[src/rtl/hce_pkg.sv]
// Shared types, constants and helper functions for the chunked encoder.
package hce_pkg;

    localparam int CHUNK_CAPACITY = 4096;
    localparam int CNT_W   = $clog2(CHUNK_CAPACITY + 1);
    localparam int ADDR_W  = (CHUNK_CAPACITY > 1) ? $clog2(CHUNK_CAPACITY) : 1;
    localparam int NIB_N   = (CNT_W + 3) / 4;
    localparam int HL_W    = $clog2(NIB_N + 1);
    localparam int IDX_W   = $clog2(CHUNK_CAPACITY + NIB_N + 10);
    localparam int LIMIT_W = 13;
    localparam int EW      = (CNT_W > LIMIT_W) ? CNT_W : LIMIT_W;

    localparam logic [LIMIT_W-1:0] LIMIT_RESET = 13'd4096;

    localparam logic [7:0] CHAR_CR   = 8'h0d;
    localparam logic [7:0] CHAR_LF   = 8'h0a;
    localparam logic [7:0] CHAR_ZERO = 8'h30;

    typedef enum logic [1:0] {
        OP_PUSH   = 2'd0,
        OP_FINISH = 2'd1,
        OP_PULL   = 2'd2,
        OP_NOP    = 2'd3
    } hce_op_t;

    typedef enum logic [1:0] {
        PH_FILLING  = 2'd0,
        PH_DRAINING = 2'd1,
        PH_DONE     = 2'd2
    } hce_phase_t;

    typedef struct packed {
        logic [1:0] opcode;
        logic [7:0] data_byte;
    } hce_in_t;

    typedef struct packed {
        logic [7:0] out_byte;
        logic       out_valid;
        logic       frame_end;
        logic       accepted;
        logic       stream_done;
    } hce_out_t;

    // Result computed at accept time; mem_sel swaps in the store read data.
    typedef struct packed {
        hce_out_t res;
        logic     mem_sel;
    } hce_stage_t;

    // Number of hex digits of v, without leading zeros (at least one).
    function automatic logic [HL_W-1:0] hex_len(input logic [CNT_W-1:0] v);
        logic [HL_W-1:0] n;
        n = HL_W'(1);
        for (int k = 1; k < NIB_N; k++) begin
            if ((v >> (4 * k)) != '0) begin
                n = HL_W'(k + 1);
            end
        end
        return n;
    endfunction

    function automatic logic [3:0] nibble_of(input logic [CNT_W-1:0] v,
                                             input logic [HL_W-1:0] idx);
        logic [CNT_W+3:0] w;
        w = {4'b0000, v} >> {idx, 2'b00};
        return w[3:0];
    endfunction

    function automatic logic [7:0] hex_char(input logic [3:0] d);
        return (d < 4'd10) ? (8'h30 + {4'b0000, d}) : (8'h57 + {4'b0000, d});
    endfunction

    // Trailer: CR LF, then "0" CR LF CR LF on a non-empty last chunk of a stream.
    function automatic logic [7:0] footer_byte(input logic [2:0] j);
        logic [7:0] b;
        case (j)
            3'd0:    b = CHAR_CR;
            3'd1:    b = CHAR_LF;
            3'd2:    b = CHAR_ZERO;
            3'd3:    b = CHAR_CR;
            3'd4:    b = CHAR_LF;
            3'd5:    b = CHAR_CR;
            default: b = CHAR_LF;
        endcase
        return b;
    endfunction

endpackage

[src/rtl/hce_outq.sv]
// Two-entry result path: store-read stage followed by the output register.
module hce_outq import hce_pkg::*; (
    input  logic       aclk,
    input  logic       aresetn,
    input  logic       accept,
    input  hce_stage_t stage,
    input  logic [7:0] ram_rdata,
    output logic       in_ready,
    output logic       m_valid,
    input  logic       m_ready,
    output hce_out_t   m_data
);

    logic       s1_valid_reg;
    hce_stage_t s1_reg;
    logic       out_valid_reg;
    hce_out_t   out_reg;
    logic       out_free;
    logic       s1_adv;
    hce_out_t   s1_res;

    assign out_free = !out_valid_reg || m_ready;
    assign s1_adv   = s1_valid_reg && out_free;
    assign in_ready = !s1_valid_reg || out_free;

    always_comb begin
        s1_res = s1_reg.res;
        if (s1_reg.mem_sel) begin
            s1_res.out_byte = ram_rdata;
        end
    end

    always_ff @(posedge aclk) begin
        if (!aresetn) begin
            s1_valid_reg  <= 1'b0;
            out_valid_reg <= 1'b0;
        end else begin
            if (accept) begin
                s1_valid_reg <= 1'b1;
            end else if (s1_adv) begin
                s1_valid_reg <= 1'b0;
            end
            if (s1_adv) begin
                out_valid_reg <= 1'b1;
            end else if (m_ready) begin
                out_valid_reg <= 1'b0;
            end
        end
    end

    always_ff @(posedge aclk) begin
        if (accept) begin
            s1_reg <= stage;
        end
        if (s1_adv) begin
            out_reg <= s1_res;
        end
    end

    assign m_valid = out_valid_reg;
    assign m_data  = out_reg;

endmodule

[config.mk]
export PLATFORM = sky130hd
export DESIGN_NAME = hce_outq
export DESIGN_NICKNAME = d
export VERILOG_FILES = /design/src/rtl/hce_pkg.sv /design/src/rtl/hce_outq.sv
export SDC_FILE = /design/constraint.sdc
export NUM_CORES = 1
export LEC_CHECK = 0
export ABC_AREA = 1
export BUFFER_PORTS_ARGS = -buffer_cell sky130_fd_sc_hd__buf_4
export CAP_MARGIN = 40
export CORE_ASPECT_RATIO = 0.75
export CORE_MARGIN = 10
export CORE_UTILIZATION = 25
export CTS_CLUSTER_DIAMETER = 200
export DETAILED_ROUTE_END_ITERATION = 8
export GPL_ROUTABILITY_DRIVEN = 1
export PLACE_DENSITY = 0.51
export SYNTH_ARGS = -nofsm -noshare
export SYNTH_HDL_FRONTEND = slang
export SYNTH_SLANG_ARGS = --single-unit
[constraint.sdc]
create_clock -name aclk -period 1.6 [get_ports aclk]
set_clock_uncertainty 0.05 [all_clocks]
set_input_delay 0.32 -clock aclk [delete_from_list [all_inputs] [get_ports aclk]]
set_output_delay 0.32 -clock aclk [all_outputs]
set_load 0.1 [all_outputs]
[Word level (Yosys, flattened, before mapping)]
Cells that the tools add are included.
Word-level totals
  word-level logic and storage cells: 25
  flip-flop bits (word level): 27
  input bits: 25
Operators by class
  reductions and logical operators: 7
  multiplexer cells: 5
Operators by type and width (count)
  $mux 8: 1
  $mux 1: 4
  $reduce_bool 2->1: 2
  $logic_not 1->1: 2
  $logic_or 1x1->1: 2
  $logic_and 1x1->1: 1

[Depth between registers and ports, before layout]
Gate-level depths: netlist (run 1).
  depth in word-level cells: 5
  gate-level depth with buffers: 3
  depth with buffers taken out: 3

[Worst setup path before layout (run 1)]
Ideal clock, no wire load.
  kind: register -> register
  start point: register out_valid_reg (netlist: m_valid)
  end point: register s1_valid_reg
  period minus slack after synthesis: 2.475 ns
  stages on the path, launching flop included: 3
  library setup time: 0.089 ns
  buffers on the path: 0
  required time: 1.461 ns
  data arrival time: 2.335 ns
  setup slack: -0.875 ns
  cells stage by stage: dfxtp_1 > nand3_1 > a21oi_1
Between the ends
  cells in the longest elaborated chain, start to end: 4
RTL lines
  start, declared: RTL line hce_outq.sv:16  | logic out_valid_reg;
  start signal, assigned: RTL line hce_outq.sv:36  | out_valid_reg <= 1'b0;
  start signal, assigned: RTL line hce_outq.sv:44  | out_valid_reg <= 1'b1;
  start signal, assigned: RTL line hce_outq.sv:46  | out_valid_reg <= 1'b0;
  $logic_not 1->1: RTL line hce_outq.sv:22  | assign out_free = !out_valid_reg || m_ready;
  $logic_or 1x1->1: RTL line hce_outq.sv:22
  $logic_and 1x1->1: RTL line hce_outq.sv:23  | assign s1_adv = s1_valid_reg && out_free;
  $reduce_bool 2->1 (no source line)
  end signal, assigned: RTL line hce_outq.sv:35  | s1_valid_reg <= 1'b0;
  end signal, assigned: RTL line hce_outq.sv:39  | s1_valid_reg <= 1'b1;
  end signal, assigned: RTL line hce_outq.sv:41  | s1_valid_reg <= 1'b0;
  end, declared: RTL line hce_outq.sv:14  | logic s1_valid_reg;
Every way passes these cells.
A chain may end at the register's enable or synchronous reset.

[Worst setup path after layout (run 1)]
  start point: register out_valid_reg (netlist: m_valid)
  end point: output in_ready
Between the ends
  cells in the longest elaborated chain, start to end: 3
RTL lines
  $logic_not 1->1: RTL line hce_outq.sv:22
  $logic_or 1x1->1: RTL line hce_outq.sv:22
  $logic_or 1x1->1: RTL line hce_outq.sv:24  | assign in_ready = !s1_valid_reg || out_free;
  end, declared: RTL line hce_outq.sv:8  | output logic in_ready,
Every way passes these cells.

==> results_dict.tcl, run 1 <==
set metrics [dict create \
    grt.total_usage 0.06068 \
    cts.path.max_buffers 2 \
    drc 0 \
    clock_latency_ns 0.27 \
    r2r-start "s1_valid_reg" \
    reg2regPathDepth 3 \
    cts_tree "built" \
    fin_cells 155 \
    min-delay-path-class "in2reg" \
    worstPathMaxFanout 4 \
    h-tree-depth 1 \
    wl_per_cell_um 12.26 \
    crit_end "in_ready" \
    ir_drop_mv 0.5886 \
    vias_per_cell 3.735 \
    ctsHoldBuffers 0 \
    status "completed" \
    hpwlAfterDp_mm 1.515 \
    synth_area_leaders "edfxtp_1 80%, inv_1 4.8%, dfxtp_1 4.3%" \
    ys_warn_count 0 \
    cts_root_buf "clkbuf_8" \
    via_count 579 \
    die_area_um2 6643 \
    crit_start "m_valid" \
    nNetsFinal 129 \
    critPathKind "reg2out" \
    finalWirelength_mm 1.900 \
    drt_iter0_drc 18 \
    diodes 0 \
    rsz0062_at_grt "false" \
    cts_setup_buffers 0 \
    io_buffers 38 \
    avgSynthCellArea_um2 15.42 \
    firstDrtPassIters 2 \
    grt_pass1_vias 654 \
    end_kind "output pin" \
    row_count 19 \
    min_period_over_period 0.8440 \
    io-pin-count 39 \
    period_minus_slack_ns 1.350 \
    cap_violations 0 \
    syn_inst 61 \
    tightest_slew_ns 0.4175 \
    slew_violations 0 \
    initial_utilization 0.2587 \
    drive_above_1_share 0.4369 \
    leakage_nw 0.5665 \
    cts_made_buffers 3 \
    ys_seq_elements 27 \
    syn_area_um2 940.9 \
    synth_top_area_share 0.7979 \
    fmax_mhz 740.5 \
    dp_cells 151 \
    timing.reg2reg.setup_slack_ns 0.50 \
    critPathLaunchType "flip-flop" \
    setup_viol_count_final 0 \
    largest_register_ff_count 13 \
    die_x_um 90.84 \
    yosysTopAreaCell "edfxtp_1" \
    area_growth_syn_to_layout_pct 42.42 \
    cp.arrival_ns 0.98 \
    seq_area_frac_synth 0.8404 \
    core_area_um2 3637 \
    final_hold_viol_count 0 \
    crit_required_ns 1.23 \
    antenna_found_initial 0 \
    relSlewSlack 0.7217 \
    cts.sinks 27 \
    r2r_end "m_data[10]" \
    grt_pass1_wl_mm 3.167 \
    synthesis.nets 86 \
    fp.dieH_um 73.13 \
    gp_congestion 0.6361 \
    postRouteAntennaNets 0 \
    overflow 0 \
    power_mw 1.477 \
    powerDensity_nw_per_um2 1102 \
    clk_pin_slew_worst_paths_ns 0.09 \
    cts.repair.resized 0 \
    fin_util 0.3684 \
    synth_cell_type_count 8 \
    grt_max_degree 17 \
]
==> power by group <==
| group | switching [mW] | total [mW] | leakage, nW | internal [mW] |
|---|---|---|---|---|
| clock network | 0.205 | 0.379 | 0.0255 | 0.175 |
| registers | 0.0200 | 0.848 | 0.257 | 0.828 |
| logic | 0.177 | 0.250 | 0.284 | 0.0721 |
==> worst min path at each step <==
stage | start | endpoint | slack [ns] | cells past startpoint
after floorplan | s1_reg[1] | m_data[0] | 0.35 | 0
after global placement | s1_reg[4] | m_data[3] | 0.36 | 0
after detailed placement | s1_reg[1] | m_data[0] | 0.36 | 0
after CTS | stage[4] | s1_reg[4] | 0.16 | 1
after global routing | stage[2] | s1_reg[2] | 0.15 | 1
final | stage[6] | s1_reg[6] | 0.16 | 1
==> placed cells by master (no fill, tap or decap) <==
cell type	n
dfxtp_1	1
a21oi_1	3
clkbuf_8	3
inv_1	12
nand3_2	1
clkinv_2	1
dfxtp_2	1
edfxtp_1	25
nand2_1	9
buf_4	39
o21ai_0	8
==> worst max-delay path, stage by stage (launching register included) <==
cell	delay [ns]
dfxtp_2	0.34
nand3_2	0.08
buf_4	0.29
==> cell type report <==
class / instances / area, um^2
fill: 354 / 2297
inverter: 12 / 45.04
timing repair buffer: 39 / 292.8
tap: 52 / 65.06
clock buffer: 3 / 41.29
multi-input combinational: 21 / 98.84
clock inverter: 1 / 5.005
sequential: 27 / 792.0
==> per-layer routing <==
layer	global-route usage	share of wire	wire [um]
met1	0.06374	0.42	793
met5	0	0	0
met2	0.09816	0.46	875
met3	0.04522	0.12	220
met4	0.01040	0.0058	11
==> through the flow <==
stage | TNS (ns) | hold slack (ns) | worst slack (ns) | area [um^2]
2_1_floorplan | -0.8300 | 0.3503 | -0.06905 | 947.2
3_3_place_gp | 0 | 0.3592 | 0.4107 | 1294
3_5_place_dp | 0 | 0.3581 | 0.4011 | 1294
4_1_cts | 0 | 0.1633 | 0.2345 | 1340
5_1_grt | 0 | 0.1514 | 0.1938 | 1340
6_report | 0 | 0.1647 | 0.2496 | 1340
==> synth_stat cells <==
cell	n
a21oi_1	3
nand3_1	1
edfxtp_1	25
o21ai_0	8
buf_6	1
inv_1	12
nand2_1	9
dfxtp_1	2
==> logic make-up after synthesis <==
group | Yosys count | synth area share
buf+inv | 13 | 0.05984
simple gates | 10 | 0.04122
flops | 27 | 0.8404
compound gates | 11 | 0.05851
(Power assumes the default switching activity.)
==> run 2, diff against run 1 <==
--- a/config.mk
+++ b/config.mk
@@ -5,7 +5,7 @@
 export SDC_FILE = /design/constraint.sdc
 export NUM_CORES = 1
 export LEC_CHECK = 0
-export ABC_AREA = 1
+export ABC_AREA = 0
 export BUFFER_PORTS_ARGS = -buffer_cell sky130_fd_sc_hd__buf_4
 export CAP_MARGIN = 40
 export CORE_ASPECT_RATIO = 0.75
@@ -14,7 +14,7 @@
 export CTS_CLUSTER_DIAMETER = 200
 export DETAILED_ROUTE_END_ITERATION = 8
 export GPL_ROUTABILITY_DRIVEN = 1
-export PLACE_DENSITY = 0.51
+export PLACE_DENSITY = 0.53
 export SYNTH_ARGS = -nofsm -noshare
 export SYNTH_HDL_FRONTEND = slang
 export SYNTH_SLANG_ARGS = --single-unit
==> constraint.sdc (replaced) <==
create_clock -name aclk -period 1.19 [get_ports aclk]
set_clock_uncertainty 0.05 [all_clocks]
set_input_delay 0.238 -clock aclk [delete_from_list [all_inputs] [get_ports aclk]]
set_output_delay 0.238 -clock aclk [all_outputs]
set_load 0.1 [all_outputs]
==> results_dict.tcl, run 2 <==
set metrics [dict create \
    status "finished, violations left" \
    violations "setup timing" \
    core_area_um2 3685 \
    ctsHoldBuffers 0 \
    min-delay-path-class "in2reg" \
    grt.total_usage 0.05575 \
    synth_area_leaders "edfxtp_1 78%, mux2_4 13%, dfxtp_1 4.2%" \
    die_x_um 91.59 \
    layout_common_cells "28 x buf_4, 25 x edfxtp_1, 13 x buf_6" \
    layout_commonest_cell "buf_4" \
    syn_inst 42 \
    yosysMostFrequentCell "edfxtp_1" \
    antenna_found_initial 0 \
    synth_cell_type_count 9 \
    ys_warn_count 0 \
    min_period_over_period 1.121 \
    async_reset_ff_frac 0 \
    io-pin-count 39 \
    synthesis.nets 67 \
    nNetsFinal 115 \
    drc 0 \
    synth-edff-count 25 \
    cts.sinks 27 \
    critPathKind "reg2out" \
    hold_depth 1 \
    yosysTopAreaCell "edfxtp_1" \
    powerDensity_nw_per_um2 1361 \
    synth_top_area_share 0.7813 \
    area_growth_syn_to_layout_pct 57.16 \
    worstPathMaxFanout 2 \
    cts.path.max_buffers 2 \
    critPathLaunchType "flip-flop" \
    grt_pass1_vias 546 \
    ys_seq_elements 27 \
    cts_made_buffers 3 \
    timing.final.ws_setup_ns -0.1436 \
    postRouteAntennaNets 0 \
    cp.arrival_ns 1.05 \
    seq_area_frac_synth 0.8229 \
    cts_tree "built" \
    overflow 0 \
    rsz0062_at_grt "true" \
    cp_cell_sequence "nor2b_4 > nand2_8 > buf_12" \
    initial_utilization 0.2608 \
    synth_common_cells "25 x edfxtp_1, 8 x mux2_4, 2 x dfxtp_1, 2 x nor2b_1" \
    period_minus_slack_ns 1.334 \
    clk_pin_slew_worst_paths_ns 0.09 \
    cap_violations 0 \
    dp_cells 134 \
    wl_per_cell_um 13.61 \
    fin_cells 141 \
    ir_drop_mv 0.4483 \
    final_hold_viol_count 0 \
    tightest_slew_ns 0.2804 \
    gp_congestion 0.7309 \
    fp.dieH_um 73.69 \
    finalWirelength_mm 1.919 \
    leakage_nw 0.6062 \
    syn_area_um2 960.9 \
    crit_required_ns 0.90 \
    synthFlopType "edfxtp_1" \
    grt_pass1_wl_mm 2.808 \
    via_count 526 \
    hold_ws_ns 0.09264 \
    drt_iter0_drc 3 \
    largest_register_ff_count 13 \
    h-tree-depth 1 \
    drive_above_1_share 0.6742 \
    diodes 0 \
    max_stage_delay_ns 0.35 \
    end_kind "output pin" \
    firstDrtPassIters 3 \
    io_buffers 38 \
    cts_root_buf "clkbuf_8" \
    cp_slowest_cell "dfxtp_4" \
    row_count 19 \
    reg2regPathDepth 4 \
    vias_per_cell 3.730 \
    clock_latency_ns 0.26 \
    slew_violations 0 \
    grt_max_degree 17 \
    avgSynthCellArea_um2 22.88 \
    die_area_um2 6749 \
    fmax_mhz 749.8 \
    setup_viol_count_final 13 \
    relSlewSlack 0.8146 \
]
-- run 2: worst max-delay path: cells and delay by family, from the launching register on --
family	cells	cell delay [ns]
buffers and inverters	1	0.16
and+or+nand+nor	2	0.27
DFF	1	0.35
-- run 2: logic make-up (layout without fill, tap and decap cells) --
| logic type | after synthesis | count (layout) | synth area share |
|---|---|---|---|
| flops | 27 | 27 | 0.8229 |
| simple gates | 4 | 4 | 0.02344 |
| mux | 8 | 8 | 0.1250 |
| compound gates | 2 | 2 | 0.01693 |
| buf+inv | 1 | 48 | 0.01172 |
-- run 2: repair_timing --
item,in CTS,in global routing
pin swaps,0,0
gates resized for setup,8,10
buffers inserted,3,0
cloned,0,0
endpoints found under the setup margin,18,26
-- run 2: routing by layer --
metal | vias up | part of all wire | GRT usage
li1 | 255 | - | -
met1 | 255 | 0.35 | 0.04753
met2 | 14 | 0.60 | 0.1078
met3 | 2 | 0.033 | 0.02442
met4 | 0 | 0.016 | 0.03120
met5 | - | 0 | 0
-- run 2: report_power, final --
| group | leakage (nW) | switching, mW | internal (mW) |
|---|---|---|---|
| Sequential | 0.257 | 0.0204 | 1.11 |
| Combinational | 0.328 | 0.249 | 0.170 |
| Clock | 0.0217 | 0.267 | 0.237 |
| Total | 0.606 | 0.537 | 1.52 |
-- run 2: cell type report --
type	count	area [um^2]
Fill cell	338	2175
Sequential cell	27	794.5
Timing Repair Buffer	44	411.6
Multi-Input combinational cell	14	190.2
Tap cell	52	65.06
Clock buffer	3	41.29
Clock inverter	1	7.507
-- run 2: through the flow --
stage / utilization / setup WS (ns) / cell area, um^2 / power, mW / TNS [ns]
3_3_place_gp: 0.3684 / 0.01255 / 1358 / 1.535 / 0
6_report: 0.4098 / -0.1436 / 1510 / 2.055 / -0.5617
4_1_cts: 0.3997 / -0.1608 / 1473 / 2.071 / -0.6168
5_1_grt: 0.4098 / -0.1866 / 1510 / 2.138 / -1.063
3_5_place_dp: 0.3684 / -0.01221 / 1358 / 1.539 / -0.1392
2_1_floorplan: - / -0.09232 / 996.0 / 1.413 / -0.9392
-- run 2: path summary, 6_finish.rpt --
check	from	end	slack, ns
hold reg to reg	s1_reg[4]	m_data[3]	0.37
setup reg to reg	m_valid	m_data[6]	-0.04
hold / removal	stage[12]	s1_reg[12]	0.09
setup / recovery	m_valid	in_ready	-0.14
==> run 3, diff against run 2 <==
--- a/config.mk
+++ b/config.mk
@@ -15,6 +15,7 @@
 export DETAILED_ROUTE_END_ITERATION = 8
 export GPL_ROUTABILITY_DRIVEN = 1
 export PLACE_DENSITY = 0.53
+export SKIP_CTS_REPAIR_TIMING = 1
 export SYNTH_ARGS = -nofsm -noshare
 export SYNTH_HDL_FRONTEND = slang
 export SYNTH_SLANG_ARGS = --single-unit
==> results_dict.tcl, run 3 (synthesized netlist as in run 2, its figures left out) <==
set metrics [dict create \
    status "finished, violations left" \
    violations "setup timing" \
    postRouteAntennaNets 0 \
    fmax_mhz 724.3 \
    grt_use_met1 0.04635 \
    period_minus_slack_ns 1.381 \
    worstPathMaxFanout 3 \
    drc 0 \
    cts_root_buf "clkbuf_8" \
    fp.dieH_um 73.69 \
    cts.sinks 27 \
    grt.total_usage 0.05510 \
    cts_tree "built" \
    die_area_um2 6749 \
    diodes 0 \
    drt_iter0_drc 3 \
    fillerInstances 341 \
    die_x_um 91.59 \
    clk_pin_slew_worst_paths_ns 0.09 \
    setup_viol_count_final 1 \
    clock_latency_ns 0.26 \
    tightest_slew_ns 0.2816 \
    cap_violations 0 \
    gp_congestion 0.7309 \
    antenna_found_initial 0 \
    cts_made_buffers 3 \
    min-delay-path-class "in2reg" \
    io-pin-count 39 \
    timing.final.ws_setup_ns -0.1907 \
    busiest_layer "met2" \
    fin_util 0.4048 \
    crit_required_ns 0.90 \
    drive_above_1_share 0.6667 \
    initial_utilization 0.2608 \
    slew_violations 0 \
    end_kind "output pin" \
    grt_pass1_wl_mm 2.766 \
    critPathLaunchType "flip-flop" \
    nNetsFinal 113 \
    rsz0062_at_grt "true" \
    core_area_um2 3685 \
    via_count 517 \
    grt_max_degree 17 \
    row_count 19 \
    leakage_nw 0.5947 \
    layout_common_cells "27 x buf_4, 25 x edfxtp_1, 12 x buf_6" \
    critPathKind "reg2out" \
    min_period_over_period 1.160 \
    overflow 0 \
    finalWirelength_mm 1.906 \
    largest_register_ff_count 13 \
    firstDrtPassIters 3 \
    cp.arrival_ns 1.09 \
    vias_per_cell 3.719 \
    powerDensity_nw_per_um2 1374 \
    use_met3 0.02442 \
    relSlewSlack 0.8138 \
    timing.setup.tns_ns -0.1907 \
    layout_commonest_cell "buf_4" \
    wl_per_cell_um 13.71 \
    final_hold_viol_count 0 \
    h-tree-depth 1 \
    io_buffers 38 \
    use_met2 0.1070 \
    grt_pass1_vias 540 \
    cts.path.max_buffers 2 \
    ir_drop_mv 0.4493 \
    area_growth_syn_to_layout_pct 55.21 \
]
## run 3: critical path: stages (launching register included)
cell	delay [ns]
dfxtp_4	0.35
nor2b_4	0.24
nand2_8	0.07
buf_12	0.16
## run 3: final cells by class
type                       count  area (um^2)  share of cell area
clock inverter                 1        7.507            0.005034
tap                           52        65.06             0.04362
clock buffer                   3        41.29             0.02768
sequential                    27        794.5              0.5327
multi-input combinational     14        190.2              0.1275
timing repair buffer          42        392.9              0.2634
## run 3: metal layers
metal / share of wire / routed length, um
met3: 0.034 / 64
met2: 0.60 / 1149
met5: 0 / 0
met4: 0.016 / 31
met1: 0.35 / 660
## run 3: final timing paths
path                     end  cells after the start       from  slack [ns]
setup / recovery    in_ready                      3    m_valid       -0.19
hold / removal    s1_reg[12]                      1  stage[12]        0.09
setup reg to reg   m_data[8]                      2  s1_reg[0]        0.05
hold reg to reg    m_data[3]                      0  s1_reg[4]        0.38
## run 3: report_power, final
part	internal [mW]	leakage [nW]	switching [mW]	total, mW
sequential	1.11	0.257	0.0204	1.13
combinational	0.165	0.316	0.248	0.413
clock	0.237	0.0217	0.267	0.504
total	1.51	0.595	0.535	2.05
## run 3: per-stage QoR
step                hold WS [ns]  cell area (um^2)  total power [mW]  setup WS, ns  instances
CTS                      0.08264              1406             2.048       -0.2671        138
finish                   0.09249              1491             2.049       -0.1907        139
global placement          0.3557              1358             1.535       0.01255        134
detailed placement        0.3545              1358             1.539      -0.01221        134
global route             0.07383              1491             2.131       -0.2382        139
floorplan                 0.2869             996.0             1.413      -0.09232         42
