$ cat src/rtl/hce_pkg.sv
// Shared types, constants and helper functions for the chunked encoder.
package hce_pkg;

    localparam int CHUNK_CAPACITY = 4096;
    localparam int CNT_W   = $clog2(CHUNK_CAPACITY + 1);
    localparam int ADDR_W  = (CHUNK_CAPACITY > 1) ? $clog2(CHUNK_CAPACITY) : 1;
    localparam int NIB_N   = (CNT_W + 3) / 4;
    localparam int HL_W    = $clog2(NIB_N + 1);
    localparam int IDX_W   = $clog2(CHUNK_CAPACITY + NIB_N + 10);
    localparam int LIMIT_W = 13;
    localparam int EW      = (CNT_W > LIMIT_W) ? CNT_W : LIMIT_W;

    localparam logic [LIMIT_W-1:0] LIMIT_RESET = 13'd4096;

    localparam logic [7:0] CHAR_CR   = 8'h0d;
    localparam logic [7:0] CHAR_LF   = 8'h0a;
    localparam logic [7:0] CHAR_ZERO = 8'h30;

    typedef enum logic [1:0] {
        OP_PUSH   = 2'd0,
        OP_FINISH = 2'd1,
        OP_PULL   = 2'd2,
        OP_NOP    = 2'd3
    } hce_op_t;

    typedef enum logic [1:0] {
        PH_FILLING  = 2'd0,
        PH_DRAINING = 2'd1,
        PH_DONE     = 2'd2
    } hce_phase_t;

    typedef struct packed {
        logic [1:0] opcode;
        logic [7:0] data_byte;
    } hce_in_t;

    typedef struct packed {
        logic [7:0] out_byte;
        logic       out_valid;
        logic       frame_end;
        logic       accepted;
        logic       stream_done;
    } hce_out_t;

    // Result computed at accept time; mem_sel swaps in the store read data.
    typedef struct packed {
        hce_out_t res;
        logic     mem_sel;
    } hce_stage_t;

    // Number of hex digits of v, without leading zeros (at least one).
    function automatic logic [HL_W-1:0] hex_len(input logic [CNT_W-1:0] v);
        logic [HL_W-1:0] n;
        n = HL_W'(1);
        for (int k = 1; k < NIB_N; k++) begin
            if ((v >> (4 * k)) != '0) begin
                n = HL_W'(k + 1);
            end
        end
        return n;
    endfunction

    function automatic logic [3:0] nibble_of(input logic [CNT_W-1:0] v,
                                             input logic [HL_W-1:0] idx);
        logic [CNT_W+3:0] w;
        w = {4'b0000, v} >> {idx, 2'b00};
        return w[3:0];
    endfunction

    function automatic logic [7:0] hex_char(input logic [3:0] d);
        return (d < 4'd10) ? (8'h30 + {4'b0000, d}) : (8'h57 + {4'b0000, d});
    endfunction

    // Trailer: CR LF, then "0" CR LF CR LF on a non-empty last chunk of a stream.
    function automatic logic [7:0] footer_byte(input logic [2:0] j);
        logic [7:0] b;
        case (j)
            3'd0:    b = CHAR_CR;
            3'd1:    b = CHAR_LF;
            3'd2:    b = CHAR_ZERO;
            3'd3:    b = CHAR_CR;
            3'd4:    b = CHAR_LF;
            3'd5:    b = CHAR_CR;
            default: b = CHAR_LF;
        endcase
        return b;
    endfunction

endpackage

$ cat src/rtl/hce_ctrl.sv
// Encoder state and per-item framing logic; drives the chunk store port.
module hce_ctrl import hce_pkg::*; (
    input  logic                aclk,
    input  logic                aresetn,
    input  logic                accept,
    input  hce_in_t             in_item,
    input  logic                cfg_wr_en,
    input  logic [LIMIT_W-1:0]  cfg_wr_data,
    output logic                ram_we,
    output logic                ram_re,
    output logic [ADDR_W-1:0]   ram_addr,
    output logic [7:0]          ram_wdata,
    output hce_stage_t          stage
);

    logic [CNT_W-1:0]   fill_reg, fill_next;
    logic [IDX_W-1:0]   emit_reg, emit_next;
    hce_phase_t         phase_reg, phase_next;
    logic               final_reg, final_next;
    logic [LIMIT_W-1:0] limit_reg;

    logic [EW-1:0]      eff_limit;
    logic [CNT_W-1:0]   fill_inc;
    logic [HL_W-1:0]    hl;
    logic [IDX_W-1:0]   data_start;
    logic [IDX_W-1:0]   foot_start;
    logic [IDX_W-1:0]   total;
    logic [IDX_W-1:0]   mem_off;
    logic [IDX_W-1:0]   foot_off;
    logic [HL_W-1:0]    nib_idx;

    always_ff @(posedge aclk) begin
        if (!aresetn) begin
            fill_reg  <= '0;
            emit_reg  <= '0;
            phase_reg <= PH_FILLING;
            final_reg <= 1'b0;
            limit_reg <= LIMIT_RESET;
        end else begin
            fill_reg  <= fill_next;
            emit_reg  <= emit_next;
            phase_reg <= phase_next;
            final_reg <= final_next;
            if (cfg_wr_en) begin
                limit_reg <= cfg_wr_data;
            end
        end
    end

    always_comb begin
        if (limit_reg == '0) begin
            eff_limit = EW'(1);
        end else if (EW'(limit_reg) > EW'(CHUNK_CAPACITY)) begin
            eff_limit = EW'(CHUNK_CAPACITY);
        end else begin
            eff_limit = EW'(limit_reg);
        end
    end

    assign fill_inc   = fill_reg + CNT_W'(1);
    assign hl         = hex_len(fill_reg);
    assign data_start = IDX_W'(hl) + IDX_W'(2);
    assign foot_start = data_start + IDX_W'(fill_reg);
    assign total      = foot_start +
                        (((final_reg) && (fill_reg != '0)) ? IDX_W'(7) : IDX_W'(2));
    assign mem_off    = emit_reg - data_start;
    assign foot_off   = emit_reg - foot_start;
    assign nib_idx    = hl - HL_W'(1) - emit_reg[HL_W-1:0];

    always_comb begin
        fill_next  = fill_reg;
        emit_next  = emit_reg;
        phase_next = phase_reg;
        final_next = final_reg;
        ram_we     = 1'b0;
        ram_re     = 1'b0;
        ram_addr   = fill_reg[ADDR_W-1:0];
        ram_wdata  = in_item.data_byte;
        stage      = '0;

        if (accept) begin
            case (hce_op_t'(in_item.opcode))
                OP_PUSH: begin
                    if (phase_reg == PH_FILLING && fill_reg < CNT_W'(CHUNK_CAPACITY)) begin
                        ram_we             = 1'b1;
                        fill_next          = fill_inc;
                        stage.res.accepted = 1'b1;
                        if (EW'(fill_inc) >= eff_limit) begin
                            phase_next = PH_DRAINING;
                            emit_next  = '0;
                        end
                    end
                end
                OP_FINISH: begin
                    if (phase_reg == PH_FILLING) begin
                        final_next         = 1'b1;
                        phase_next         = PH_DRAINING;
                        emit_next          = '0;
                        stage.res.accepted = 1'b1;
                    end
                end
                OP_PULL: begin
                    if (phase_reg == PH_DRAINING) begin
                        stage.res.out_valid = 1'b1;
                        if (emit_reg < IDX_W'(hl)) begin
                            stage.res.out_byte = hex_char(nibble_of(fill_reg, nib_idx));
                        end else if (emit_reg < data_start) begin
                            stage.res.out_byte = (emit_reg == IDX_W'(hl)) ? CHAR_CR : CHAR_LF;
                        end else if (emit_reg < foot_start) begin
                            // Payload byte comes back from the store's read register in the next cycle.
                            ram_re        = 1'b1;
                            ram_addr      = mem_off[ADDR_W-1:0];
                            stage.mem_sel = 1'b1;
                        end else begin
                            stage.res.out_byte = footer_byte(foot_off[2:0]);
                        end
                        if ((emit_reg + IDX_W'(1)) >= total) begin
                            stage.res.frame_end = 1'b1;
                            emit_next           = '0;
                            fill_next           = '0;
                            phase_next          = final_reg ? PH_DONE : PH_FILLING;
                        end else begin
                            emit_next = emit_reg + IDX_W'(1);
                        end
                    end
                end
                default: begin
                end
            endcase
            stage.res.stream_done = (phase_next == PH_DONE);
        end
    end

endmodule

$ cat config.mk
export PLATFORM = sky130hd
export DESIGN_NAME = hce_ctrl
export DESIGN_NICKNAME = d
export VERILOG_FILES = /design/src/rtl/hce_pkg.sv /design/src/rtl/hce_ctrl.sv
export SDC_FILE = /design/constraint.sdc
export NUM_CORES = 1
export LEC_CHECK = 0
export ABC_AREA = 1
export BUFFER_PORTS_ARGS = -buffer_cell sky130_fd_sc_hd__clkbuf_2
export CAP_MARGIN = 10
export CORE_UTILIZATION = 38
export DETAILED_ROUTE_END_ITERATION = 6
export HOLD_SLACK_MARGIN = 0.06
export MAX_ROUTING_LAYER = met4
export SKIP_CTS_REPAIR_TIMING = 1
export SYNTH_ARGS = -nofsm -noshare
export SYNTH_HDL_FRONTEND = slang
export SYNTH_SLANG_ARGS = --single-unit
$ cat constraint.sdc
create_clock -name aclk -period 4.8 [get_ports aclk]
set_clock_uncertainty 0.2 [all_clocks]
set_input_delay 0.24 -clock aclk [delete_from_list [all_inputs] [get_ports aclk]]
set_output_delay 0.24 -clock aclk [all_outputs]
set_load 0.005 [all_outputs]
# Yosys cells after proc, flatten, opt, wreduce, memory -nomap -nowiden
# Cells that the tools add are included.
# op_classes
add_sub_neg	11
magnitude_cmp	8
n_shift	1
mux	51
n_eq_ne	13
reduce_logical	15
# op_table
op	count
two-way mux 13 bit	11
two-way mux 12 bit	6
one-hot mux 13 bit (3 select lines)	1
nonzero test 13 bit	3
adder 13 x 1 -> 13 bit, second input constant	2
>= comparator 13 bit	2
one-hot mux 13 bit (2 select lines)	1
two-way mux 10 bit	2
two-way mux 2 bit	8
two-way mux 8 bit	2
adder 13 x 3 -> 13 bit	1
adder 4 x 13 -> 13 bit	1
== test 13 x 3 -> 1 bit	1
> comparator 13 bit, second input constant	1
zero test 13 bit	1
less-than comparator 13 bit	1
less-than comparator 13 bit, second input constant	1
less-than comparator 13 x 3 -> 1 bit	1
less-than comparator 13 x 4 -> 1 bit	1
>> shifter 13 x 5 -> 4 bit	1
two-way mux 3 bit	4
two-way mux 6 bit	2
one-hot mux 6 bit (2 select lines)	1
subtractor 12 x 4 -> 12 bit	1
other kinds (23)	43
# word_totals
reg_bits	42
wordCells	104
inputBits	27
out_inout_bits	35

# Longest topological paths before layout
# Gate-level depths: netlist of run 1.
# logic_depth
ltp_word	16
ltp_mapped	32
mapped_depth_nobuf	31

# Worst setup path before layout of run 1
# No wires, ideal clock.
# synth_path
kind	register to register
from	register fill_reg[9]
to	register fill_reg[0]
path_stages_with_launch	28
n_path_buf	1
required_time_ns	4.485
synth_period_minus_slack_ns	4.380
path_slack_ns	0.420
arrival_ns	4.064
setup_ns	0.115
cell_sequence	dfxtp_1 buf_2 nor4_1 a21oi_1 ha_1 fa_1 xor2_1 ha_1 inv_1 o21ai_0 nand3_1 nor2_1 nand3_1 nor2_2 nand3_1 nand2_1 nand2_1 ha_1 nand2_1 nor2_1 a21boi_0 nor2_1 nand2_1 inv_2 nand2_2 nand2_2 o21ai_0 inv_1
# synth_between
elab_chain_cells	10
word_cells_on_any_way	17
classes_between	add/sub: 3; order compare: 2; eq/ne: 2; mux: 4; reduce/logical: 6
# synth_lines
element	line	text
from (decl)	hce_ctrl.sv:16	logic [CNT_W-1:0] fill_reg, fill_next;
from (signal assigned)	hce_ctrl.sv:40	fill_reg <= fill_next;
nonzero test 13 bit	hce_pkg.sv:56	if ((v >> (4 * k)) != '0) begin
two-way mux 2 bit	hce_pkg.sv:56	
two-way mux 3 bit (2 in series)	hce_pkg.sv:56	
adder 3 x 2 -> 4 bit	hce_ctrl.sv:62	assign data_start = IDX_W'(hl) + IDX_W'(2);
adder 4 x 13 -> 13 bit	hce_ctrl.sv:63	assign foot_start = data_start + IDX_W'(fill_reg);
adder 13 x 3 -> 13 bit	hce_ctrl.sv:64	assign total = foot_start +
>= comparator 13 bit	hce_ctrl.sv:117	if ((emit_reg + IDX_W'(1)) >= total) begin
inequality test 2 bit (no line)	--	
AND reduction 5 bit (no line) (*)	--	
# Every way passes the cells marked *; elsewhere a longest branch is shown, timed or not.
# A chain may end at the register's enable or synchronous reset.

==> results of run 1 <==
[how the worst max path moves through the flow]
stage                 startpoint           to  slack, ns  cells after the start
floorplan            fill_reg[9]  fill_reg[0]       0.42                     27
CTS                  fill_reg[8]     stage[1]      -0.28                     26
global route        fill_reg[11]     stage[1]      -0.25                     26
detailed placement   fill_reg[8]     stage[1]       0.07                     26
global placement     fill_reg[8]     stage[1]       0.16                     26
finish              fill_reg[11]     stage[1]       0.06                     26
[cell usage in the layout, fill, tap and decap left out, drive strengths merged, types with 2 or more instances in the layout]
cell type / instances
buf: 30
a21oi: 57
o21bai: 2
ha: 58
o211ai: 2
nor2: 121
xnor2: 4
inv: 122
xor2: 27
nand3: 62
a211oi: 2
conb: 3
dlygate4sd3: 12
o21ai: 50
clkinv: 5
dfxtp: 42
nand4: 10
clkbuf: 48
nor4: 3
nor3: 17
nand2: 245
fa: 4
[final cells by class]
class	instances	area [um^2]	share of cell area [%]
Multi-Input combinational cell	673	3850	63.3
Sequential cell	42	843	13.8
Timing Repair Buffer	85	558	9.16
Inverter	125	469	7.70
Tap cell	176	220	3.62
Clock buffer	5	125	2.05
Clock inverter	3	21.3	0.349
[cells by family after synthesis]
group	after synthesis
flops	42
simple gates	459
fa+ha+maj	62
xor+xnor	31
other cells	2
buf+inv	152
compound gates	117
[worst max-delay path: stages, from the launching register on]
cell and delay, ns:
dfxtp_2 0.34, nor4_4 0.31, a21oi_2 0.10, ha_2 0.20, fa_2 0.39, xor2_2 0.17, ha_1 0.33, inv_1 0.05
o21ai_1 0.11, nand3_1 0.11, nor2_2 0.15, nand3_2 0.11, nor2_4 0.15, nand3_2 0.08, nand2_2 0.07, nand2_2 0.06
ha_4 0.26, nand2_1 0.06, nor2_2 0.14, nand2_1 0.06, o21bai_4 0.18, nand3_2 0.14, nand2_1 0.07, nand2_1 0.07
nand3_1 0.08, nor2_1 0.10, buf_2 0.11
[stage by stage]
step	instance area (um^2)	power, uW	util, %	setup WS [ns]	hold slack (ns)
after floorplan	5190	1130	-	0.420	0.166
after global placement	5630	1380	42.4	0.163	0.260
after detailed placement	5630	1380	42.4	0.0688	0.267
after CTS	5780	1750	43.5	-0.278	-0.0453
after global routing	6090	1990	45.8	-0.253	0.0931
final	6090	1830	45.8	0.0597	0.0182
[layer usage]
metal / global-route usage, % / vias to the layer above / wire length, um
met5: - / - / 0
met4: 6.65 / 0 / 364
met3: 2.61 / 27 / 689
met2: 37.6 / 132 / 7360
met1: 28.7 / 2394 / 6960
li1: - / 2876 / -
[where the power goes]
group	internal, uW	switching, uW
combinational	403	652
clock	193	170
sequential	373	33.4
total	970	855
==> summary.md, run 1 <==
- **Max VDD drop** 0.167 mV
- **area of the mapped netlist** 5180 um^2
- **Crit Reg-Reg Startpoint** fill_reg[11]
- **ratio of routed vias to standard cells** 4.90
- **global-route total usage across every layer** 22.6%
- **setup repair after global routing missed its margin** true
- **post-synthesis average cell area** 5.99 um^2
- **antenna violations before repair** 0
- **Overflow after GRT** 0
- **Synth async-reset ratio** 0%
- **Num Clock Sinks** 42
- **average routed wire per standard cell** 13.9 um
- **core area** 13300 um^2
- **min-delay worst type** input pin to register
- **clock buffer count from CTS** 5
- **ratio of cells with drive above 1 in the final layout** 18.3%
- **post-synth top area share** 16.9%
- **TritonCTS clock tree** built
- **Slew headroom** 49.9%
- **post-synthesis register bit count** 42
- **capturing point of the worst reg2reg path** emit_reg[9]
- **count of antenna-violating nets left after detailed routing** 0
- **total number of vias** 5429
- **top cells by area, synth** nand2_1 17%, dfxtp_1 16%, ha_1 14%
- **clk buf depth** 2
- **number of pins with negative max-slew slack in the final report** 0
- **adder and majority gate portion of the synthesized area** 15.5%
- **combinational family with the most area after synthesis** simple AND/OR/NAND/NOR gates
- **number of failing hold endpoints at the final stage** 0
- **Site Rows** 42
- **iteration-0 DRC count of the detailed router** 372
- **die width** 119 um
- **count of non-filler cells in the finished layout** 1109
- **wire length of the first global-routing pass** 24.4 mm
- **number of H-tree levels** 2
- **maximum net fanout on the critical path** 3
- **count of yosys warnings during synthesis** 0
- **overall die height** 119 um
- **commonest cells in the synthesized netlist** 234 x nand2_1, 104 x nor2_1, 102 x inv_1
- **count of unique library cells instantiated by Yosys** 38
- **final setup vio count** 0
- **CTS Root Cell** clkbuf_16
- **setup slack of the most critical reg-to-reg path** 0.37 ns
- **power per unit of standard cell area** 300 nW/um^2
- **placed wire-length estimate after detailed placement** 12.3 mm
- **total wire length** 15.4 mm
- **synthesized-area fraction occupied by and/or/nand/nor cells** 38.0%
- **final estimated routing congestion in global placement** 0.916
- **Initial Utilization** 39.0%
- **result of the run** finished, final reports clean
- **startpoint of the most critical hold path** cfg_wr_data[0]
- **actual slew at the worst max-slew pin** 0.752 ns
- **max-cap violation count** 0
- **share of cell area taken by muxes after synthesis** 0%
- **Clock Pin Slew Worst Setup and Hold Paths** 0.07 ns
- **element type at the critical path start** register
- **Worst Hold Depth** 3
- **category of the worst setup path capture point** output port
- **cell count after placement** 1083
- **fin crit share** 98.8%
- **Remaining DRCs** 0
- **I/O pin count** 62
- **register area share after synthesis** 16.2%
- **highest attainable clock frequency** 0.211 GHz
- **top_reg_cell synth** dfxtp_1
- **Total Negative Setup Slacks** 0 ns
- **1st-pass router iterations** 5
- **number of input and output port buffers inserted** 44
- **critical path start-end classification** register to output port
- **post-layout minimum cycle time** 4.74 ns
- **fillers** 1468
- **Static Leak** 0.00313 uW
- **Register-to-Register Path Depth** 25
- **Arr. time, crit path** 4.30 ns
- **Post-Synthesis Cells** 865
- **largest area contributor in the netlist** nand2_1
- **compound-gate portion of the synthesized area** 12.5%
- **area added between synthesis and finish** 17.5%
- **largest net degree at the start of global routing** 35
- **antenna diode instance count** 0
- **WP data required** 4.36 ns
- **dominant cell by count in the synthesized netlist** nand2_1
- **Worst Hold End** limit_reg[0]
- **number of synthesized flops with an enable pin** 0
- **Worst-Skew Late Latency** 0.30 ns
- **area enclosed by the die boundary** 14100 um^2
- **layout net count** 1021
- **share of the synthesized netlist area taken by xor and xnor gates** 5.24%
- **number of global-route vias before repair** 4929
Note: power is estimated with default switching activity, not from simulation.
==> run 2: changes to the inputs <==
CORE_UTILIZATION = 25   (was 38)
==> summary.md, run 2 (synthesized netlist as in run 1, its figures left out) <==
- **result of the run** finished with violations
- **failing checks** negative setup slack
- **I/O pin count** 62
- **die width** 146 um
- **power per unit of standard cell area** 296 nW/um^2
- **leading cell types in the layout, fill and taps excluded** 229 x nand2_1, 102 x inv_1, 98 x nor2_1, 57 x nand3_1, 56 x ha_1
- **Top cell by count, worst path** nand2_1
- **average routed wire per standard cell** 13.4 um
- **final estimated routing congestion in global placement** 0.924
- **min-delay worst type** input pin to register
- **ratio of cells with drive above 1 in the final layout** 18.4%
- **post-layout minimum cycle time** 4.89 ns
- **antenna diode instance count** 0
- **iteration-0 DRC count of the detailed router** 378
- **number of pins with negative max-slew slack in the final report** 0
- **Overflow after GRT** 0
- **number of global-route vias before repair** 5109
- **fin crit share** 102%
- **placed wire-length estimate after detailed placement** 12.9 mm
- **Final Hold Slack** 0.0364 ns
- **TritonCTS clock tree** built
- **final setup vio count** 2
- **count of antenna-violating nets left after detailed routing** 0
- **number of failing hold endpoints at the final stage** 0
- **CTS Root Cell** clkbuf_16
- **maximum net fanout on the critical path** 3
- **finished layout cell area** 6250 um^2
- **Clock Pin Slew Worst Setup and Hold Paths** 0.07 ns
- **global-route total usage across every layer** 15.3%
- **clk buf depth** 2
- **buffers and inverters on the worst path** 1
- **Site Rows** 52
- **overall die height** 146 um
- **largest net degree at the start of global routing** 35
- **placed cell area** 5750 um^2
- **core area** 20300 um^2
- **ratio of routed vias to standard cells** 4.59
- **critical path start-end classification** register to output port
- **WP data required** 4.36 ns
- **clock buffer count from CTS** 5
- **Num Clock Sinks** 42
- **actual slew at the worst max-slew pin** 0.759 ns
- **max-cap violation count** 0
- **total wire length** 16.1 mm
- **antenna violations before repair** 0
- **setup repair after global routing missed its margin** true
- **commonest non-fill, non-tap cell in the layout** nand2_1
- **layout net count** 1023
- **category of cells accounting for the largest share of critical-path delay** simple AND/OR/NAND/NOR gates
- **Total Negative Setup Slacks** -0.114 ns
- **Static Leak** 0.00316 uW
- **Remaining DRCs** 0
- **area enclosed by the die boundary** 21300 um^2
- **highest attainable clock frequency** 0.204 GHz
- **Arr. time, crit path** 4.45 ns
- **Worst-Skew Late Latency** 0.29 ns
- **final core utilization** 30.8%
- **total power consumption of the routed design** 1850 uW
- **area added between synthesis and finish** 20.7%
- **number of input and output port buffers inserted** 44
- **Initial Utilization** 25.5%
- **Slew headroom** 49.4%
- **total number of vias** 5528
- **Max VDD drop** 0.139 mV
- **category of the worst setup path capture point** output port
- **number of H-tree levels** 2
- **Worst path slowest cell** fa_2
- **fillers** 2318
- **wire length of the first global-routing pass** 25.3 mm
- **biggest cell delay along the critical path** 0.41 ns
- **element type at the critical path start** register
- **post-route setup slack** -0.0935 ns
- **1st-pass router iterations** 5
==> run 2: worst register-to-register path: stages (launching register included) <==
cell,delay [ns]
dfxtp_2,0.34
nor4_4,0.32
a21oi_2,0.11
ha_2,0.20
fa_2,0.41
xor2_2,0.17
ha_1,0.34
o21ai_2,0.08
nand2_1,0.12
nand3_2,0.12
nor2_1,0.16
nand2_1,0.12
nor2_2,0.14
nand2_1,0.08
o21ai_1,0.14
nand2_1,0.07
ha_1,0.26
nand2_1,0.05
nor2_2,0.14
a21boi_4,0.21
nor2_4,0.07
nand3_4,0.11
buf_4,0.12
inv_1,0.04
buf_4,0.17
a21oi_1,0.16
nor2_1,0.05
==> run 2: worst paths after layout <==
path | start | endpoint | slack [ns] | cells after the start
worst max-delay path | fill_reg[11] | stage[1] | -0.09 | 26
worst max register to register | fill_reg[11] | emit_reg[8] | 0.18 | 26
worst min register to register | limit_reg[0] | limit_reg[0] | 0.28 | 2
worst min-delay path | cfg_wr_data[0] | limit_reg[0] | 0.04 | 3
==> run 2: area by class of cell <==
class                           count  area (um^2)  share of cell area [%]
Clock inverter                      2         13.8                   0.220
Multi-Input combinational cell    672         3870                    61.9
Clock buffer                        6          129                    2.06
Timing Repair Buffer               88          588                    9.40
Tap cell                          270          338                    5.40
Inverter                          125          469                    7.50
Sequential cell                    42          843                    13.5
==> run 2: layer usage <==
layer | vias to the layer above | GRT usage (%) | share of wire (%)
li1 | 2888 | - | -
met1 | 2487 | 19.9 | 47
met2 | 131 | 25.0 | 46
met3 | 22 | 1.88 | 4.5
met4 | 0 | 3.65 | 1.8
met5 | - | - | 0
==> run 2: per-stage QoR <==
| stage | setup WS [ns] | cells |
|---|---|---|
| 2_1_floorplan | 0.420 | 866 |
| 4_1_cts | -0.314 | 1185 |
| 6_report | -0.0935 | 1205 |
| 5_1_grt | -0.340 | 1205 |
| 3_5_place_dp | 0.0113 | 1177 |
| 3_3_place_gp | 0.145 | 1177 |
==> run 2: where the power goes <==
group	internal [uW]	switching (uW)	leakage, uW
sequential	373	34.1	0.000346
combinational	416	669	0.00274
clock	194	163	0.0000708
==> run 3: changes to the inputs <==
CORE_MARGIN = 4   (was default)
==> summary.md, run 3 (synthesized netlist as in run 1, its figures left out) <==
- **result of the run** finished with violations
- **failing checks** negative setup slack
- **iteration-0 DRC count of the detailed router** 263
- **Static Leak** 0.00319 uW
- **ratio of routed vias to standard cells** 4.60
- **Initial Utilization** 25.5%
- **wire length of the first global-routing pass** 26.1 mm
- **overall die height** 152 um
- **layout net count** 1027
- **fin crit share** 101%
- **Total Negative Setup Slacks** -0.0391 ns
- **worst slack, placed** 0.0196 ns
- **Worst-Skew Late Latency** 0.31 ns
- **commonest non-fill, non-tap cell in the layout** nand2_1
- **number of failing hold endpoints at the final stage** 0
- **cell count after placement** 1176
- **total wire length** 16.5 mm
- **number of H-tree levels** 2
- **TritonCTS clock tree** built
- **biggest cell delay along the critical path** 0.39 ns
- **element type at the critical path start** register
- **power per unit of standard cell area** 300 nW/um^2
- **Overflow after GRT** 0
- **post-route setup slack** -0.0391 ns
- **finished layout cell area** 6360 um^2
- **largest net degree at the start of global routing** 35
- **average routed wire per standard cell** 13.6 um
- **maximum net fanout on the critical path** 3
- **startpoint of the most critical hold path** cfg_wr_en
- **highest attainable clock frequency** 0.207 GHz
- **post-layout minimum cycle time** 4.84 ns
- **clk buf depth** 2
- **Arr. time, crit path** 4.40 ns
- **antenna diode instance count** 0
- **Crit Reg-Reg Startpoint** fill_reg[11]
- **placed wire-length estimate after detailed placement** 13.0 mm
- **antenna violations before repair** 0
- **area added between synthesis and finish** 22.8%
- **actual slew at the worst max-slew pin** 0.712 ns
- **number of global-route vias before repair** 5150
- **final estimated routing congestion in global placement** 0.915
- **Site Rows** 52
- **count of antenna-violating nets left after detailed routing** 0
- **ratio of cells with drive above 1 in the final layout** 19.9%
- **clock buffer count from CTS** 5
- **global-route total usage across every layer** 14.0%
- **setup repair after global routing missed its margin** true
- **number of input and output port buffers inserted** 44
- **total number of vias** 5557
- **area enclosed by the die boundary** 23100 um^2
- **min-delay worst type** input pin to register
- **category of cells accounting for the largest share of critical-path delay** simple AND/OR/NAND/NOR gates
- **WP data required** 4.36 ns
- **leading cell types in the layout, fill and taps excluded** 222 x nand2_1, 102 x inv_1, 96 x nor2_1, 57 x nand3_1, 55 x ha_1
- **die width** 152 um
- **number of pins with negative max-slew slack in the final report** 0
- **number of logic stages on the critical path including buffering** 24
- **fillers** 2276
- **max-cap violation count** 0
- **buffers and inverters on the worst path** 3
- **count of non-filler cells in the finished layout** 1209
- **Clock Pin Slew Worst Setup and Hold Paths** 0.06 ns
- **core area** 20300 um^2
- **I/O pin count** 62
- **critical-path cell list** nor4_4, a21oi_2, ha_2, fa_2, xor2_2, ha_1, inv_1, o21ai_1, nand3_1, nor2_2, nand3_2, nor2_4, buf_6, xor2_2, ha_1, nand2_2, nor2_2, nand3_1, nand2_2, nor2_4, nand2_2, a31oi_2, nor2_2, buf_2
- **Num Clock Sinks** 42
- **first element of the critical path** fill_reg[11]
- **Worst Hold Depth** 2
- **Register-to-Register Path Depth** 27
- **category of the worst setup path capture point** output port
- **placed cell area** 5740 um^2
- **final setup vio count** 1
- **Remaining DRCs** 0
- **1st-pass router iterations** 4
- **Max VDD drop** 0.145 mV
- **Worst path slowest cell** fa_2
- **CTS Root Cell** clkbuf_16
- **Slew headroom** 52.5%
- **critical path start-end classification** register to output port
run 3: changes by cell type in the layout (fill, tap and decap cells not counted), moves of 2 or more:
cell / before / now
nand2_1: 229 / 222
buf_4: 31 / 33
xor2_1: 26 / 24
nor2_1: 98 / 96
xor2_2: 1 / 3
nand2_2: 12 / 20
run 3: final cells by class:
cell class,count,area (um^2),area share (%)
Clock inverter,2,37.5,0.590
Inverter,125,469,7.37
Multi-Input combinational cell,673,3940,61.9
Tap cell,270,338,5.31
Timing Repair Buffer,91,609,9.58
Clock buffer,6,129,2.03
Sequential cell,42,842,13.2
run 3: where the power goes:
part           total [uW]  leakage, uW  switching [uW]  internal [uW]
clock network         413    0.0000771             167            246
logic                1090      0.00276             674            418
registers             407     0.000345            34.0            373
run 3: worst paths after layout:
kind                        end  slack (ns)
setup / recovery       stage[1]       -0.04
hold / removal    limit_reg[12]        0.13
setup reg to reg   fill_reg[12]        0.24
hold reg to reg    limit_reg[0]        0.28
run 3: stage by stage:
step / hold slack [ns] / power [uW] / utilization, %
after CTS: -0.0462 / 1800 / 29.1
final: 0.131 / 1910 / 31.3
after global placement: 0.261 / 1360 / 28.3
after detailed placement: 0.268 / 1380 / 28.3
after global routing: 0.185 / 2080 / 31.3
after floorplan: 0.166 / 1130 / -
run 3: worst register-to-register path, cell delays in order, from the launching register on:
cell and delay, ns:
dfxtp_2 0.34, nor4_4 0.31, a21oi_2 0.10, ha_2 0.19, fa_2 0.39, xor2_2 0.19
ha_1 0.33, inv_1 0.05, o21ai_1 0.13, nand3_1 0.13, nor2_2 0.16, nand3_2 0.11
nor2_4 0.15, buf_6 0.11, xor2_2 0.16, ha_1 0.28, nand2_2 0.09, nor2_2 0.05
nand3_1 0.08, nand2_2 0.08, nor2_4 0.15, nand2_2 0.11, inv_2 0.09, nand2_2 0.12
nand2_4 0.13, inv_2 0.08, nor2_1 0.10, nor2_1 0.05
run 3: per-layer routing:
layer / part of all wire [%] / global-route usage (%) / vias up
li1: - / - / 2894
met1: 46 / 18.3 / 2534
met2: 47 / 22.9 / 105
met3: 4.2 / 1.68 / 24
met4: 2.4 / 3.98 / 0
met5: 0 / - / -
